`config.mk`:
```
export PLATFORM = sky130hd
export DESIGN_NAME = sensor_request_sync_sequencer
export DESIGN_NICKNAME = d
export VERILOG_FILES = /design/src/design/srs_pkg.sv /design/src/design/srs_core.sv /design/src/design/sensor_request_sync_sequencer.sv
export SDC_FILE = /design/constraint.sdc
export NUM_CORES = 1
export LEC_CHECK = 0
export BUFFER_PORTS_ARGS = -buffer_cell sky130_fd_sc_hd__buf_2
export CAP_MARGIN = 0
export CORE_MARGIN = 2
export CORE_UTILIZATION = 50
export CTS_BUF_LIST = sky130_fd_sc_hd__clkbuf_16
export CTS_CLUSTER_SIZE = 14
export DETAILED_ROUTE_END_ITERATION = 8
export GPL_ROUTABILITY_DRIVEN = 0
export PLACE_DENSITY_LB_ADDON = 0.05
export SETUP_SLACK_MARGIN = 0.05
export SLEW_MARGIN = 20
export SYNTH_ARGS = -nofsm -noshare
export SYNTH_HDL_FRONTEND = slang
export SYNTH_HIERARCHICAL = 1
export SYNTH_SLANG_ARGS = --single-unit
```
`constraint.sdc`:
```
create_clock -name clk -period 9.8 [get_ports clk]
set_input_delay 2.94 -clock clk [delete_from_list [all_inputs] [get_ports clk]]
set_output_delay 2.94 -clock clk [all_outputs]
set_load 0.01 [all_outputs]
```
`src/design/srs_pkg.sv`:
```
`timescale 1ns / 1ps
// ----------------------------------------------------------------------------
// srs_pkg
// Shared types and constants of the sensor request sequencer: link bytes,
// configuration register indexes, beat structures and the frame CRC table.
// ----------------------------------------------------------------------------
package srs_pkg;

  // Link bytes.
  localparam logic [7:0] BYTE_START = 8'hAA;
  localparam logic [7:0] BYTE_SYNC  = 8'hA5;
  localparam logic [7:0] BYTE_POLL  = 8'h55;

  // CRC-8 of the request frame.
  localparam logic [7:0] CRC_POLY = 8'h31;
  localparam logic [7:0] CRC_INIT = 8'hFF;

  // Request frame: start byte, command, four zero bytes, check byte.
  localparam int unsigned FRAME_LEN = 7;
  localparam int unsigned FRAME_CMD_POS = 1;
  localparam int unsigned FRAME_CRC_POS = 6;

  // Configuration register indexes.
  localparam int unsigned CFG_IDX_W = 2;
  typedef enum logic [CFG_IDX_W-1:0] {
    CFG_ATTEMPT_LIMIT   = 2'd0,
    CFG_SYNC_POLL_LIMIT = 2'd1,
    CFG_SKIP_POLL_LIMIT = 2'd2
  } cfg_idx_t;

  typedef struct packed {
    logic [7:0] attempt_limit;
    logic [7:0] sync_poll_limit;
    logic [7:0] skip_poll_limit;
  } cfg_t;

  // One input beat.
  typedef struct packed {
    logic       action;
    logic [1:0] sensor;
    logic [7:0] command;
    logic [7:0] rx_byte;
  } item_t;

  // One result beat.
  typedef struct packed {
    logic [7:0]  tx_byte;
    logic        exchange_req;
    logic        release_before;
    logic        delay_after;
    logic [2:0]  select;
    logic        done_res;
    logic        failed;
    logic [31:0] data_word;
    logic [7:0]  received_check;
  } res_t;

  typedef logic [255:0][7:0] crc_tab_t;

  // One byte through the CRC-8 register, MSB first.
  function automatic logic [7:0] crc8_byte(logic [7:0] crc, logic [7:0] b);
    logic [7:0] c;
    c = crc ^ b;
    for (int i = 0; i < 8; i++) begin
      if (c[7]) begin
        c = {c[6:0], 1'b0} ^ CRC_POLY;
      end else begin
        c = {c[6:0], 1'b0};
      end
    end
    return c;
  endfunction

  // Frame check byte for every command value; the rest of the frame is fixed.
  function automatic crc_tab_t frame_crc_table();
    crc_tab_t   tab;
    logic [7:0] c;
    for (int n = 0; n < 256; n++) begin
      c = crc8_byte(CRC_INIT, BYTE_START);
      c = crc8_byte(c, n[7:0]);
      for (int z = 0; z < 4; z++) begin
        c = crc8_byte(c, 8'h00);
      end
      tab[n] = c;
    end
    return tab;
  endfunction

  localparam crc_tab_t FRAME_CRC = frame_crc_table();

endpackage

```
`src/design/srs_core.sv`:
```
`timescale 1ns / 1ps
// ----------------------------------------------------------------------------
// srs_core
// Exchange sequencer state and the single-pass decision logic that turns one
// registered input beat into one result beat.
// ----------------------------------------------------------------------------
module srs_core #(
  parameter int unsigned PAYLOAD_BYTES = 4
) (
  input  logic           clk,
  input  logic           rst_n,
  input  logic           step,
  input  srs_pkg::item_t item,
  input  srs_pkg::cfg_t  cfg,
  output srs_pkg::res_t  res
);
  import srs_pkg::*;

  localparam int unsigned BC_LOG = $clog2(PAYLOAD_BYTES + 2);
  localparam int unsigned BC_W   = (BC_LOG > 3) ? BC_LOG : 3;

  typedef enum logic [2:0] {
    PH_IDLE,
    PH_SEND,
    PH_SYNC,
    PH_SKIP,
    PH_DATA
  } phase_t;

  phase_t                         phase_r, phase_nxt;
  logic [BC_W-1:0]                bc_r, bc_nxt;
  logic [7:0]                     att_r, att_nxt;
  logic [7:0]                     sync_r, sync_nxt;
  logic [7:0]                     skip_r, skip_nxt;
  logic                           last_sync_r, last_sync_nxt;
  logic [7:0]                     crc_r, crc_nxt;
  logic [7:0]                     cmd_r, cmd_nxt;
  logic [1:0]                     sensor_r, sensor_nxt;
  logic [PAYLOAD_BYTES-1:0][7:0]  pay_r, pay_nxt;
  logic [31:0]                    word;

  logic       take_hunt, take_skip, take_begin, rel;
  logic [2:0] sel;
  logic [BC_W-1:0] bc_inc;

  // Payload word: first byte in the low bits, unused bytes zero.
  for (genvar g = 0; g < 4; g++) begin : g_word
    if (g < PAYLOAD_BYTES) begin : g_byte
      assign word[8*g +: 8] = pay_r[g];
    end else begin : g_zero
      assign word[8*g +: 8] = 8'h00;
    end
  end

  assign bc_inc = bc_r + BC_W'(1);

  // Decision logic for one beat.
  always_comb begin
    phase_nxt     = phase_r;
    bc_nxt        = bc_r;
    att_nxt       = att_r;
    sync_nxt      = sync_r;
    skip_nxt      = skip_r;
    last_sync_nxt = last_sync_r;
    crc_nxt       = crc_r;
    cmd_nxt       = cmd_r;
    sensor_nxt    = sensor_r;
    pay_nxt       = pay_r;
    res           = '0;
    take_hunt     = 1'b0;
    take_skip     = 1'b0;
    take_begin    = 1'b0;
    rel           = 1'b0;

    if (!item.action) begin
      // Start: latch the request and reload every budget.
      sensor_nxt    = item.sensor;
      cmd_nxt       = item.command;
      crc_nxt       = FRAME_CRC[item.command];
      att_nxt       = cfg.attempt_limit;
      sync_nxt      = cfg.sync_poll_limit;
      skip_nxt      = cfg.skip_poll_limit;
      last_sync_nxt = 1'b0;
      take_begin    = 1'b1;
    end else begin
      unique case (phase_r)
        PH_SEND: begin
          if (32'(bc_inc) < FRAME_LEN) begin
            bc_nxt           = bc_inc;
            res.exchange_req = 1'b1;
            if (32'(bc_inc) == FRAME_CMD_POS) begin
              res.tx_byte = cmd_r;
            end else if (32'(bc_inc) == FRAME_CRC_POS) begin
              res.tx_byte = crc_r;
            end else begin
              res.tx_byte = 8'h00;
            end
          end else begin
            take_hunt = 1'b1;
          end
        end
        PH_SYNC: begin
          last_sync_nxt = (item.rx_byte == BYTE_SYNC);
          if (item.rx_byte == BYTE_SYNC) begin
            take_skip = 1'b1;
          end else begin
            take_hunt = 1'b1;
          end
        end
        PH_SKIP: begin
          last_sync_nxt = (item.rx_byte == BYTE_SYNC);
          if (skip_r != 8'd0) begin
            res.exchange_req = 1'b1;
            res.tx_byte      = BYTE_POLL;
            if (item.rx_byte == BYTE_SYNC || item.rx_byte == BYTE_POLL) begin
              skip_nxt = skip_r - 8'd1;
            end else begin
              // First other byte is dropped; the payload follows.
              bc_nxt    = '0;
              phase_nxt = PH_DATA;
            end
          end else begin
            skip_nxt   = cfg.skip_poll_limit;
            take_begin = 1'b1;
            rel        = 1'b1;
          end
        end
        PH_DATA: begin
          for (int i = 0; i < PAYLOAD_BYTES; i++) begin
            if (bc_r == BC_W'(i)) begin
              pay_nxt[i] = item.rx_byte;
            end
          end
          bc_nxt = bc_inc;
          if (bc_r == BC_W'(PAYLOAD_BYTES)) begin
            phase_nxt          = PH_IDLE;
            res.done_res       = 1'b1;
            res.data_word      = word;
            res.received_check = item.rx_byte;
          end else begin
            res.exchange_req = 1'b1;
            res.tx_byte      = BYTE_POLL;
          end
        end
        default: begin
          phase_nxt = PH_IDLE;
        end
      endcase
    end

    // Sync hunt: poll with a wait, or fall through to skip or a retry.
    if (take_hunt) begin
      if (sync_r != 8'd0) begin
        sync_nxt         = sync_r - 8'd1;
        phase_nxt        = PH_SYNC;
        res.exchange_req = 1'b1;
        res.tx_byte      = BYTE_POLL;
        res.delay_after  = 1'b1;
      end else if (last_sync_nxt) begin
        take_skip = 1'b1;
      end else begin
        sync_nxt   = cfg.sync_poll_limit;
        take_begin = 1'b1;
        rel        = 1'b1;
      end
    end

    // Entry into the filler skip.
    if (take_skip) begin
      if (skip_r != 8'd0) begin
        skip_nxt         = skip_r - 8'd1;
        phase_nxt        = PH_SKIP;
        res.exchange_req = 1'b1;
        res.tx_byte      = BYTE_POLL;
      end else begin
        skip_nxt   = cfg.skip_poll_limit;
        take_begin = 1'b1;
        rel        = 1'b1;
      end
    end

    // New attempt, or failure once the attempt budget is spent.
    if (take_begin) begin
      if (att_nxt == 8'd0) begin
        phase_nxt  = PH_IDLE;
        res.failed = 1'b1;
      end else begin
        att_nxt            = att_nxt - 8'd1;
        phase_nxt          = PH_SEND;
        bc_nxt             = '0;
        res.exchange_req   = 1'b1;
        res.tx_byte        = BYTE_START;
        res.release_before = rel;
      end
    end

    // Chip select follows every exchange request.
    sel = {1'b0, sensor_nxt} + 3'd1;
    if (res.exchange_req) begin
      res.select = sel;
    end
  end

  // Sequencer state.
  always_ff @(posedge clk) begin
    if (!rst_n) begin
      phase_r     <= PH_IDLE;
      bc_r        <= '0;
      att_r       <= 8'd0;
      sync_r      <= 8'd0;
      skip_r      <= 8'd0;
      last_sync_r <= 1'b0;
      crc_r       <= 8'd0;
      cmd_r       <= 8'd0;
      sensor_r    <= 2'd0;
    end else if (step) begin
      phase_r     <= phase_nxt;
      bc_r        <= bc_nxt;
      att_r       <= att_nxt;
      sync_r      <= sync_nxt;
      skip_r      <= skip_nxt;
      last_sync_r <= last_sync_nxt;
      crc_r       <= crc_nxt;
      cmd_r       <= cmd_nxt;
      sensor_r    <= sensor_nxt;
    end
  end

  // Payload bytes need no reset: each is written before it is read.
  always_ff @(posedge clk) begin
    if (step) begin
      pay_r <= pay_nxt;
    end
  end

endmodule

```
`src/design/sensor_request_sync_sequencer.sv`:
```
`timescale 1ns / 1ps
// The result beat is registered: an accepted input beat waits in the input
// register until the result register can take it, which out_ready can stall.
// Throughput: one beat per cycle while out_ready allows; input register, one
// pass of decision logic, result register, so one more beat can still be
// taken while a result waits. Reset (synchronous, rst_n low): sequencer idle,
// budgets zero, both beat registers empty, limits back to 3, 10 and 10.
// ----------------------------------------------------------------------------
// sensor_request_sync_sequencer
// Byte-exchange sequencer for a request/response sensor link: sends the
// request frame, hunts the sync byte, skips filler and collects the payload.
// ----------------------------------------------------------------------------
module sensor_request_sync_sequencer #(
  parameter int unsigned PAYLOAD_BYTES = 4
) (
  input  logic                           clk,
  input  logic                           rst_n,
  // Configuration writes.
  input  logic                           cfg_valid,
  output logic                           cfg_ready,
  input  logic [srs_pkg::CFG_IDX_W-1:0]  cfg_index,
  input  logic [7:0]                     cfg_data,
  // Input beats.
  input  logic                           in_valid,
  output logic                           in_ready,
  input  logic                           in_action,
  input  logic [1:0]                     in_sensor,
  input  logic [7:0]                     in_command,
  input  logic [7:0]                     in_rx_byte,
  // Result beats.
  output logic                           out_valid,
  input  logic                           out_ready,
  output logic [7:0]                     out_tx_byte,
  output logic                           out_exchange_req,
  output logic                           out_release_before,
  output logic                           out_delay_after,
  output logic [2:0]                     out_select,
  output logic                           out_done_res,
  output logic                           out_failed,
  output logic [31:0]                    out_data_word,
  output logic [7:0]                     out_received_check
);
  import srs_pkg::*;

  cfg_t  cfg_r;
  item_t item_r;
  logic  in_valid_r;
  res_t  res_nxt, res_r;
  logic  out_valid_r;
  logic  step;

  // The input register advances when the result register can take a beat.
  assign step      = in_valid_r && (!out_valid_r || out_ready);
  assign in_ready  = !in_valid_r || step;
  assign cfg_ready = 1'b1;

  // Configuration registers.
  always_ff @(posedge clk) begin
    if (!rst_n) begin
      cfg_r.attempt_limit   <= 8'd3;
      cfg_r.sync_poll_limit <= 8'd10;
      cfg_r.skip_poll_limit <= 8'd10;
    end else if (cfg_valid) begin
      unique case (cfg_index)
        CFG_ATTEMPT_LIMIT:   cfg_r.attempt_limit   <= cfg_data;
        CFG_SYNC_POLL_LIMIT: cfg_r.sync_poll_limit <= cfg_data;
        CFG_SKIP_POLL_LIMIT: cfg_r.skip_poll_limit <= cfg_data;
        default: begin
        end
      endcase
    end
  end

  // Input beat register.
  always_ff @(posedge clk) begin
    if (!rst_n) begin
      in_valid_r <= 1'b0;
    end else if (in_ready) begin
      in_valid_r <= in_valid;
    end
  end

  always_ff @(posedge clk) begin
    if (in_valid && in_ready) begin
      item_r <= '{action: in_action, sensor: in_sensor, command: in_command,
                  rx_byte: in_rx_byte};
    end
  end

  srs_core #(
    .PAYLOAD_BYTES(PAYLOAD_BYTES)
  ) u_core (
    .clk  (clk),
    .rst_n(rst_n),
    .step (step),
    .item (item_r),
    .cfg  (cfg_r),
    .res  (res_nxt)
  );

  // Result beat register.
  always_ff @(posedge clk) begin
    if (!rst_n) begin
      out_valid_r <= 1'b0;
    end else if (step) begin
      out_valid_r <= 1'b1;
    end else if (out_ready) begin
      out_valid_r <= 1'b0;
    end
  end

  always_ff @(posedge clk) begin
    if (step) begin
      res_r <= res_nxt;
    end
  end

  assign out_valid          = out_valid_r;
  assign out_tx_byte        = res_r.tx_byte;
  assign out_exchange_req   = res_r.exchange_req;
  assign out_release_before = res_r.release_before;
  assign out_delay_after    = res_r.delay_after;
  assign out_select         = res_r.select;
  assign out_done_res       = res_r.done_res;
  assign out_failed         = res_r.failed;
  assign out_data_word      = res_r.data_word;
  assign out_received_check = res_r.received_check;

  // A result never reports success and failure together.
  a_done_xor_fail: assert property (@(posedge clk) disable iff (!rst_n)
    out_valid_r |-> !(res_r.done_res && res_r.failed))
    else $error("result reports both done and failed");

  // Chip select is driven exactly when an exchange is requested.
  a_select_req: assert property (@(posedge clk) disable iff (!rst_n)
    out_valid_r |-> ((res_r.select != 3'd0) == res_r.exchange_req))
    else $error("chip select disagrees with exchange request");

  // Only sync polls carry the wait, and they always send the poll byte.
  a_delay_poll: assert property (@(posedge clk) disable iff (!rst_n)
    (out_valid_r && res_r.delay_after) |->
      (res_r.exchange_req && res_r.tx_byte == BYTE_POLL))
    else $error("wait flagged on a beat that is not a sync poll");

  // An empty result register never blocks the input side.
  a_ready_empty: assert property (@(posedge clk) disable iff (!rst_n)
    !out_valid_r |-> in_ready)
    else $error("input stalled with result register empty");

  // A stalled result holds its payload.
  a_hold: assert property (@(posedge clk) disable iff (!rst_n)
    (out_valid_r && !out_ready) |=> (out_valid_r && $stable(res_r)))
    else $error("stalled result changed");

endmodule
```
* Word level (Yosys, flattened, before mapping)
Memories as Yosys holds them, arrays and structs flattened. A register that Yosys moved wholly into a read port is not among the register bits.
Cells that the tools add are included.
** Storage, ports and cells
- Memories kept :: 1
- Output and inout bits :: 59
- Register bits :: 174
- ROM bits :: 2048
- Logic and storage cells :: 159
** Cells by class
- Reductions and logical operators :: 28
- Add/subtract/negate cells :: 5
- Bitwise operators :: 2
- $lt $le $gt $ge :: 1
- Equal/unequal tests :: 16
- Multiplexer cells :: 76
** Memories
- (no name shown) :: words 256, width 8, read ports 1, clocked after Yosys merged registers in 1, wr ports 0, RTL line srs_core.sv:79 : crc_nxt = FRAME_CRC[item.command];
** Operators with widths (count)
- two-way mux 8 bit :: 17
- two-way mux 9 bit :: 6
- two-way mux 3 bit :: 15
- two-way mux 1 bit :: 31
- one-hot mux 9 bit (3 select lines) :: 1
- subtractor 8 x 1 -> 8 bit, second input constant :: 3
- two-way mux 10 bit :: 2
- one-hot mux 3 bit (3 select lines) :: 2
- AND reduction 4 bit :: 4
- nonzero test 8 bit :: 2
- == test 3 x 2 -> 1 bit, second input constant :: 4
- AND reduction 2 bit :: 5
- == test 3 x 1 -> 1 bit, second input constant :: 3
- == test 3 bit, second input constant :: 3
- == test 8 x 7 -> 1 bit, second input constant :: 1
- == test 8 bit, second input constant :: 1
- zero test 8 bit :: 1
- AND reduction 3 bit :: 2
- OR reduction 2 bit :: 3
- != test 4 x 3 -> 1 bit, second input constant :: 1
- adder 2 x 1 -> 3 bit, second input constant :: 1
- adder 3 x 1 -> 3 bit, second input constant :: 1
- zero test 1 bit :: 3
- zero test 3 bit :: 1
- 11 further kinds :: 15

* Depth between registers and ports, before layout
Gate-level depths: netlist (run 1).
- Depth after elaboration :: 13
- Depth in mapped cells :: 10
- Mapped depth without buffers :: 10

* Modules after synthesis
Netlist (run 1), hierarchy kept.
** Modules (own cells, without submodules)
- srs_core :: seq. area each 1941.9 µm², instances 1, area an instance 4834.6 µm², cells each 531
- sensor_request_sync_sequencer :: seq. area each 2772.7 µm², instances 1, area an instance 3288.2 µm², cells each 178

* Worst setup path after synthesis (run 1)
Ideal clock, no wire load.
- Path type :: in2reg
- From :: input port out_ready
- To :: register u_core.skip_r[7]
- Stages :: 5
- Path buffers :: 1
- Path slack :: 2.872 ns
- Data arrival time :: 6.809 ns
- Path through :: nor2b_1 > nor2b_1 > o21ai_1 > clkbuf_1 > o221a_2
** Between the ends
- Cells in the longest elaborated chain, start to end :: 3
** RTL lines
- start: declaration :: RTL line sensor_request_sync_sequencer.sv:32 : input logic out_ready,
- logical OR 1 bit :: RTL line sensor_request_sync_sequencer.sv:53 : assign step = in_valid_r && (!out_valid_r || out_ready);
- logical AND 1 bit :: RTL line sensor_request_sync_sequencer.sv:53
- net step :: RTL line sensor_request_sync_sequencer.sv:50 : logic step;
- AND reduction 3 bit (no line)
- end signal: assignment :: RTL line srs_core.sv:221 : skip_r <= skip_nxt;
- end: declaration :: RTL line srs_core.sv:34 : logic [7:0] skip_r, skip_nxt;
The timed path passes the listed nets, and every way through them passes these cells.
A chain may end at the register's enable or synchronous reset.

* Final worst setup path (run 1)
- From :: input port out_ready
- To :: output port in_ready
** Between the ends
- Cells in the longest elaborated chain, start to end :: 3
** RTL lines
- logical OR 1 bit :: RTL line sensor_request_sync_sequencer.sv:53
- logical AND 1 bit :: RTL line sensor_request_sync_sequencer.sv:53
- logical OR 1 bit :: RTL line sensor_request_sync_sequencer.sv:54 : assign in_ready = !in_valid_r || step;
- end: declaration :: RTL line sensor_request_sync_sequencer.sv:25 : output logic in_ready,
Every way passes these cells.

==> results.md, run 1 <==
- Worst-margin pin slew: 1.00 ns
- Placed cell area: 0.00871 mm2
- Clk sinks: 182
- Most common flop cell mapped by yosys: edfxtp_1
- Root Buffer: clkbuf_16
- Post-synth EDFFs: 107
- Syn Nets: 753
- Hold Startpoint: cfg_r[7]
- Clock power frac: 38.6%
- Core Area: 0.0159 mm2
- FP Rows: 46
- Diode count: 0
- Area leader, netlist: edfxtp_1
- Worst endpoint required time: 6.86 ns
- Cells after Synth: 709
- Chip Width: 131 um
- Endpoints failing setup: 0
- Comb power frac: 9.3%
- First-pass GRT wire length: 26.5 mm
- Hpwl dp: 11.0 mm
- Post-CTS resize count: 0
- Sw frac: 24.1%
- #FFs+latches synth: 182
- Gr usage total: 19.0%
- P_sw: 397 uW
- Synthesis-to-layout area growth: 14.1%
- Hold_buf cts: 0
- Register area: 0.00471 mm2
- Initial Util: 51.1%
- DR iter-0 viols: 303
- CTS Buf Count: 17
- Initial antenna violation count: 0
- Die height: 131 um
- Main area contributors after synthesis: edfxtp_1 40%, dfxtp_1 18%, and2_1 4.1%, nand2_1 3.7%, mux2i_1 3.5%
- Fin crit period: 6.29 ns
- Post-CTS setup buffers: 0
- Synth cell types: 79
- Design Power: 1650 uW
- R2R Path Start: u_core/bc_r[0]
- Worst vdd ir: 0.111 mV
- Tcrit/Tclk final: 64.1%
- Status: completed
- P_int: 1250 uW
- First-pass detailed-route iteration total: 4
- Avg Cell Area, Syn: 11.5 um2
- DRC violations left: 0
- Fmax: 159 MHz
- Area occupied by multi-input gates: 0.00316 mm2
- Vias in the first global route: 5,317
- CTS tree: done
- Warnings from Yosys: 6
- Via Count: 5,440
- Area fraction of the dominant cell type after synthesis: 39.6%
- Synthesized area: 0.00812 mm2
- CP Launch Point: out_ready
- Final setup margin: 3.51 ns
- Wirelength per Cell: 15.8 um
- Final Instance Area: 0.00927 mm2
- Worst-path clk slew: 0.07 ns
- RSZ-0062 raised after global routing: false
- Worst setup EP type: output pin
- Num ports: 93
- Final nets: 833
- IO Port Bufs: 91
- CP Launch Type: input port
- Clk_lat worst skew: 0.42 ns
- Reg power frac: 52.0%
- WP data arrival: 3.35 ns
- Most common cell after layout, fill and taps aside: edfxtp_1
- Pin count of the biggest net entering global routing: 83
- Worst setup path class: input port to output pin
- Final Skew: 0.0129 ns
- Most frequent cells in the layout: 107 x edfxtp_1, 91 x buf_2, 79 x nand2_1
- CP Max Fanout: 2
- Post-route ant nets: 0
- Sequential-to-total area share from yosys stat: 58.0%
- Max Cap Violations: 0
- Slew Viols, Final: 0
- H-tree Lvls: 4
- Rel. slew slack: 33.3%
- Place WS: 3.51 ns
- Clock tree buffer depth: 2
- DIE AREA: 0.0173 mm2
- GRT overflow: 0
- Setup TNS Final: 0 ns
- Final Hold Viols: 0
- Pleak: 0.00355 uW
- Power per standard cell area: 178 mW/mm2
- WL final: 16.1 mm
- Hold Path Class: flop to flop
- Detailed-route vias per instance: 5.34
- Fillers: 1,359
- Ys async rst share: 0%
- Share of layout cells above drive strength 1: 20.8%
## synthesized netlist by cell type, types with 10 or more instances
master      n
a21oi_1    29
xnor2_1    13
inv_1      20
mux2i_1    28
nand2_1    79
nor2_1     39
xor2_1     10
edfxtp_1  107
clkbuf_1   18
ha_1       10
and2_1     53
o21ai_0    40
nor2b_1    18
a21boi_0   16
dfxtp_1    75
## registers in the layout (all words and copies together), names as in the netlist, 2 cells and up
register            count
u_core/crc_r            8
item_r                 19
u_core/sync_r           8
u_core/phase_r          3
out_received_check      8
u_core/att_r            8
out_select              3
u_core/pay_r           32
cfg_r                  24
u_core/sensor_r         2
u_core/cmd_r            8
u_core/bc_r             3
u_core/skip_r           8
out_data_word          32
out_tx_byte             8
## cell type report
class                           instances  area share (%)
Clock inverter                         15            1.42
Multi-Input combinational cell        472            34.1
Sequential cell                       182            50.9
Clock buffer                           17            4.59
Tap cell                              216            2.92
Timing Repair Buffer                   96            5.32
Inverter                               20           0.810
## power by group through the flow
stage	sequential (uW)	combinational, uW	clock [uW]
3_3_place_gp	872	150	0
5_1_grt	859	171	682
2_1_floorplan	872	110	0
3_5_place_dp	873	153	0
6_report	856	153	636
4_1_cts	856	154	651
## critical path: stages
cell and delay (ns):
buf_2 0.10, nand3b_1 0.15, buf_2 0.15
## layer usage
layer	track usage [%]	vias up	share of wire, %
li1	-	2711	-
met1	24.8	2592	46
met2	32.1	123	49
met3	4.01	14	3.8
met4	5.74	0	1.1
met5	0	-	0
## metrics by stage
stage	instances	utilization (%)	hold slack, ns
final	1018	58.3	0.468
after global routing	1018	58.3	0.489
after CTS	1018	58.3	0.466
after detailed placement	986	54.8	0.455
after global placement	986	54.8	0.452
after floorplan	709	-	0.434
## cells by family after synthesis
group | count (synthesis) | share of synthesized area [%]
xor+xnor | 23 | 2.48
buf+inv | 55 | 3.28
mux | 34 | 4.33
other cells | 1 | 0.0462
simple gates | 249 | 17.2
compound gates | 155 | 13.1
flops | 182 | 58.0
fa+ha+maj | 10 | 1.54
## final timing paths
path | slack [ns] | end | cells past startpoint
max | 3.51 | in_ready | 3
min | 0.47 | cfg_r[7] | 2
max reg2reg | 6.66 | out_select[2] | 10
min reg2reg | 0.47 | cfg_r[7] | 2
Note: power is estimated with default switching activity, not from simulation.
==> run 2: changes to the inputs <==
==> constraint.sdc (replaced) <==
create_clock -name clk -period 6.6 [get_ports clk]
set_input_delay 1.98 -clock clk [delete_from_list [all_inputs] [get_ports clk]]
set_output_delay 1.98 -clock clk [all_outputs]
set_load 0.01 [all_outputs]
==> run 2 against run 1 <==
Design area down 0.13%. Sequential share of layout area up 0.069 points. Non-clock buffer count up 1. Largest cell class unchanged. Highest routed layer unchanged. Global-route usage down 0.40 points. Power up 47%. Combinational power up 48%. Clock skew down 0.0064 ns. Sequential cell count unchanged. Critical endpoint unchanged. Clock power up 45%. Via count down 0.18%. Hold slack worse by 0.0089 ns. Wire length down 1.5%.
==> results.md, run 2 (synthesized netlist as in run 1, its figures left out) <==
- Crit path buf inv count: 2
- Clk_lat worst skew: 0.43 ns
- FP Rows: 46
- Worst setup EP type: output pin
- Hold Path Class: flop to flop
- Initial antenna violation count: 0
- Max Cap Violations: 0
- Vias in the first global route: 5,152
- Root Buffer: clkbuf_16
- WHS: 0.459 ns
- Placed instance count: 987
- DIE AREA: 0.0173 mm2
- CP top delay family: buffers and inverters
- Chip Width: 131 um
- CP Max Fanout: 2
- Gr usage total: 18.6%
- DRC violations left: 0
- Critical Path Max Stage Delay: 0.15 ns
- CP Cell Sequence: buf_2, nand3b_1, buf_2
- Hpwl dp: 11.2 mm
- Endpoints failing setup: 0
- Clock tree buffer depth: 2
- Tcrit/Tclk final: 66.1%
- Worst endpoint required time: 4.62 ns
- CTS tree: done
- Worst-margin pin slew: 0.939 ns
- Slowest stage cell, crit path: nand3b_1
- Clk sinks: 182
- Fmax: 229 MHz
- Setup TNS Final: 0 ns
- Detailed-route vias per instance: 5.33
- H-tree Lvls: 4
- Die height: 131 um
- Post-CTS setup buffers: 0
- Via Count: 5,430
- IO Port Bufs: 91
- Core Area: 0.0159 mm2
- Status: completed
- Pin count of the biggest net entering global routing: 51
- CTS Buf Count: 17
- Final Hold Viols: 0
- RSZ-0062 raised after global routing: false
- First-pass detailed-route iteration total: 5
- Pleak: 0.00356 uW
- Fin crit period: 4.36 ns
- Critical path's most frequent cell: buf_2
- Rel. slew slack: 37.0%
- WL final: 15.8 mm
- Synthesis-to-layout area growth: 14.0%
- Finished Layout Cells: 1,018
- Most frequent cells in the layout: 107 x edfxtp_1, 91 x buf_2, 79 x nand2_1
- Most common cell after layout, fill and taps aside: edfxtp_1
- Slew Viols, Final: 0
- Fillers: 1,378
- WP data arrival: 2.38 ns
- First-pass GRT wire length: 25.8 mm
- Power per standard cell area: 262 mW/mm2
- Final nets: 834
- Hold_buf cts: 0
- Initial Util: 51.1%
- Post-CTS resize count: 0
- Diode count: 0
- GRT overflow: 0
- Post-route ant nets: 0
- Final Skew: 0.00650 ns
- Worst-path clk slew: 0.06 ns
- Worst vdd ir: 0.153 mV
- Worst setup path class: input port to output pin
- DR iter-0 viols: 352
- Num ports: 93
- CP Launch Type: input port
- Wirelength per Cell: 15.5 um
- Share of layout cells above drive strength 1: 20.7%
-- run 2: cell type report --
| type | instances | area [um2] | area share [%] |
|---|---|---|---|
| Sequential cell | 182 | 4710 | 50.9 |
| Multi-Input combinational cell | 472 | 3160 | 34.1 |
| Timing Repair Buffer | 97 | 500 | 5.41 |
| Clock buffer | 17 | 425 | 4.60 |
| Tap cell | 216 | 270 | 2.92 |
| Clock inverter | 14 | 114 | 1.23 |
| Inverter | 20 | 75.1 | 0.811 |
-- run 2: worst register-to-register path, delay by kind of cell, from the launching register on --
kind	cells	cell delay [ns]
buffers and inverters	1	0.10
adder cells (fa/ha/maj)	2	0.56
AO/OA/AOI/OAI	1	0.11
AND/OR/NAND/NOR	6	1.85
flip-flops	1	0.35
-- run 2: final timing paths --
check	startpoint	to	slack (ns)	depth (start not counted)
hold / removal	cfg_r[22]	cfg_r[22]	0.46	2
setup / recovery	out_ready	in_ready	2.24	3
hold reg to reg	cfg_r[22]	cfg_r[22]	0.46	2
setup reg to reg	u_core/bc_r[0]	out_select[1]	3.48	10
-- run 2: layer usage --
metal / global-route usage (%) / routed length [um]
met5: 0 / 0
met4: 8.09 / 331
met1: 24.6 / 7280
met3: 3.74 / 661
met2: 30.0 / 7540
-- run 2: stage by stage --
step	utilization, %	cell area [um2]	total power [uW]	worst slack, ns
2_1_floorplan	-	8120	1460	0.632
6_report	58.3	9260	2420	2.24
3_3_place_gp	54.9	8710	1520	2.24
4_1_cts	58.2	9250	2450	2.23
5_1_grt	58.3	9260	2520	2.20
3_5_place_dp	54.9	8710	1520	2.23
-- run 2: where the power goes --
part,internal [uW],switching [uW]
logic,91.4,136
clock network,513,412
registers,1240,29.5
total,1850,578
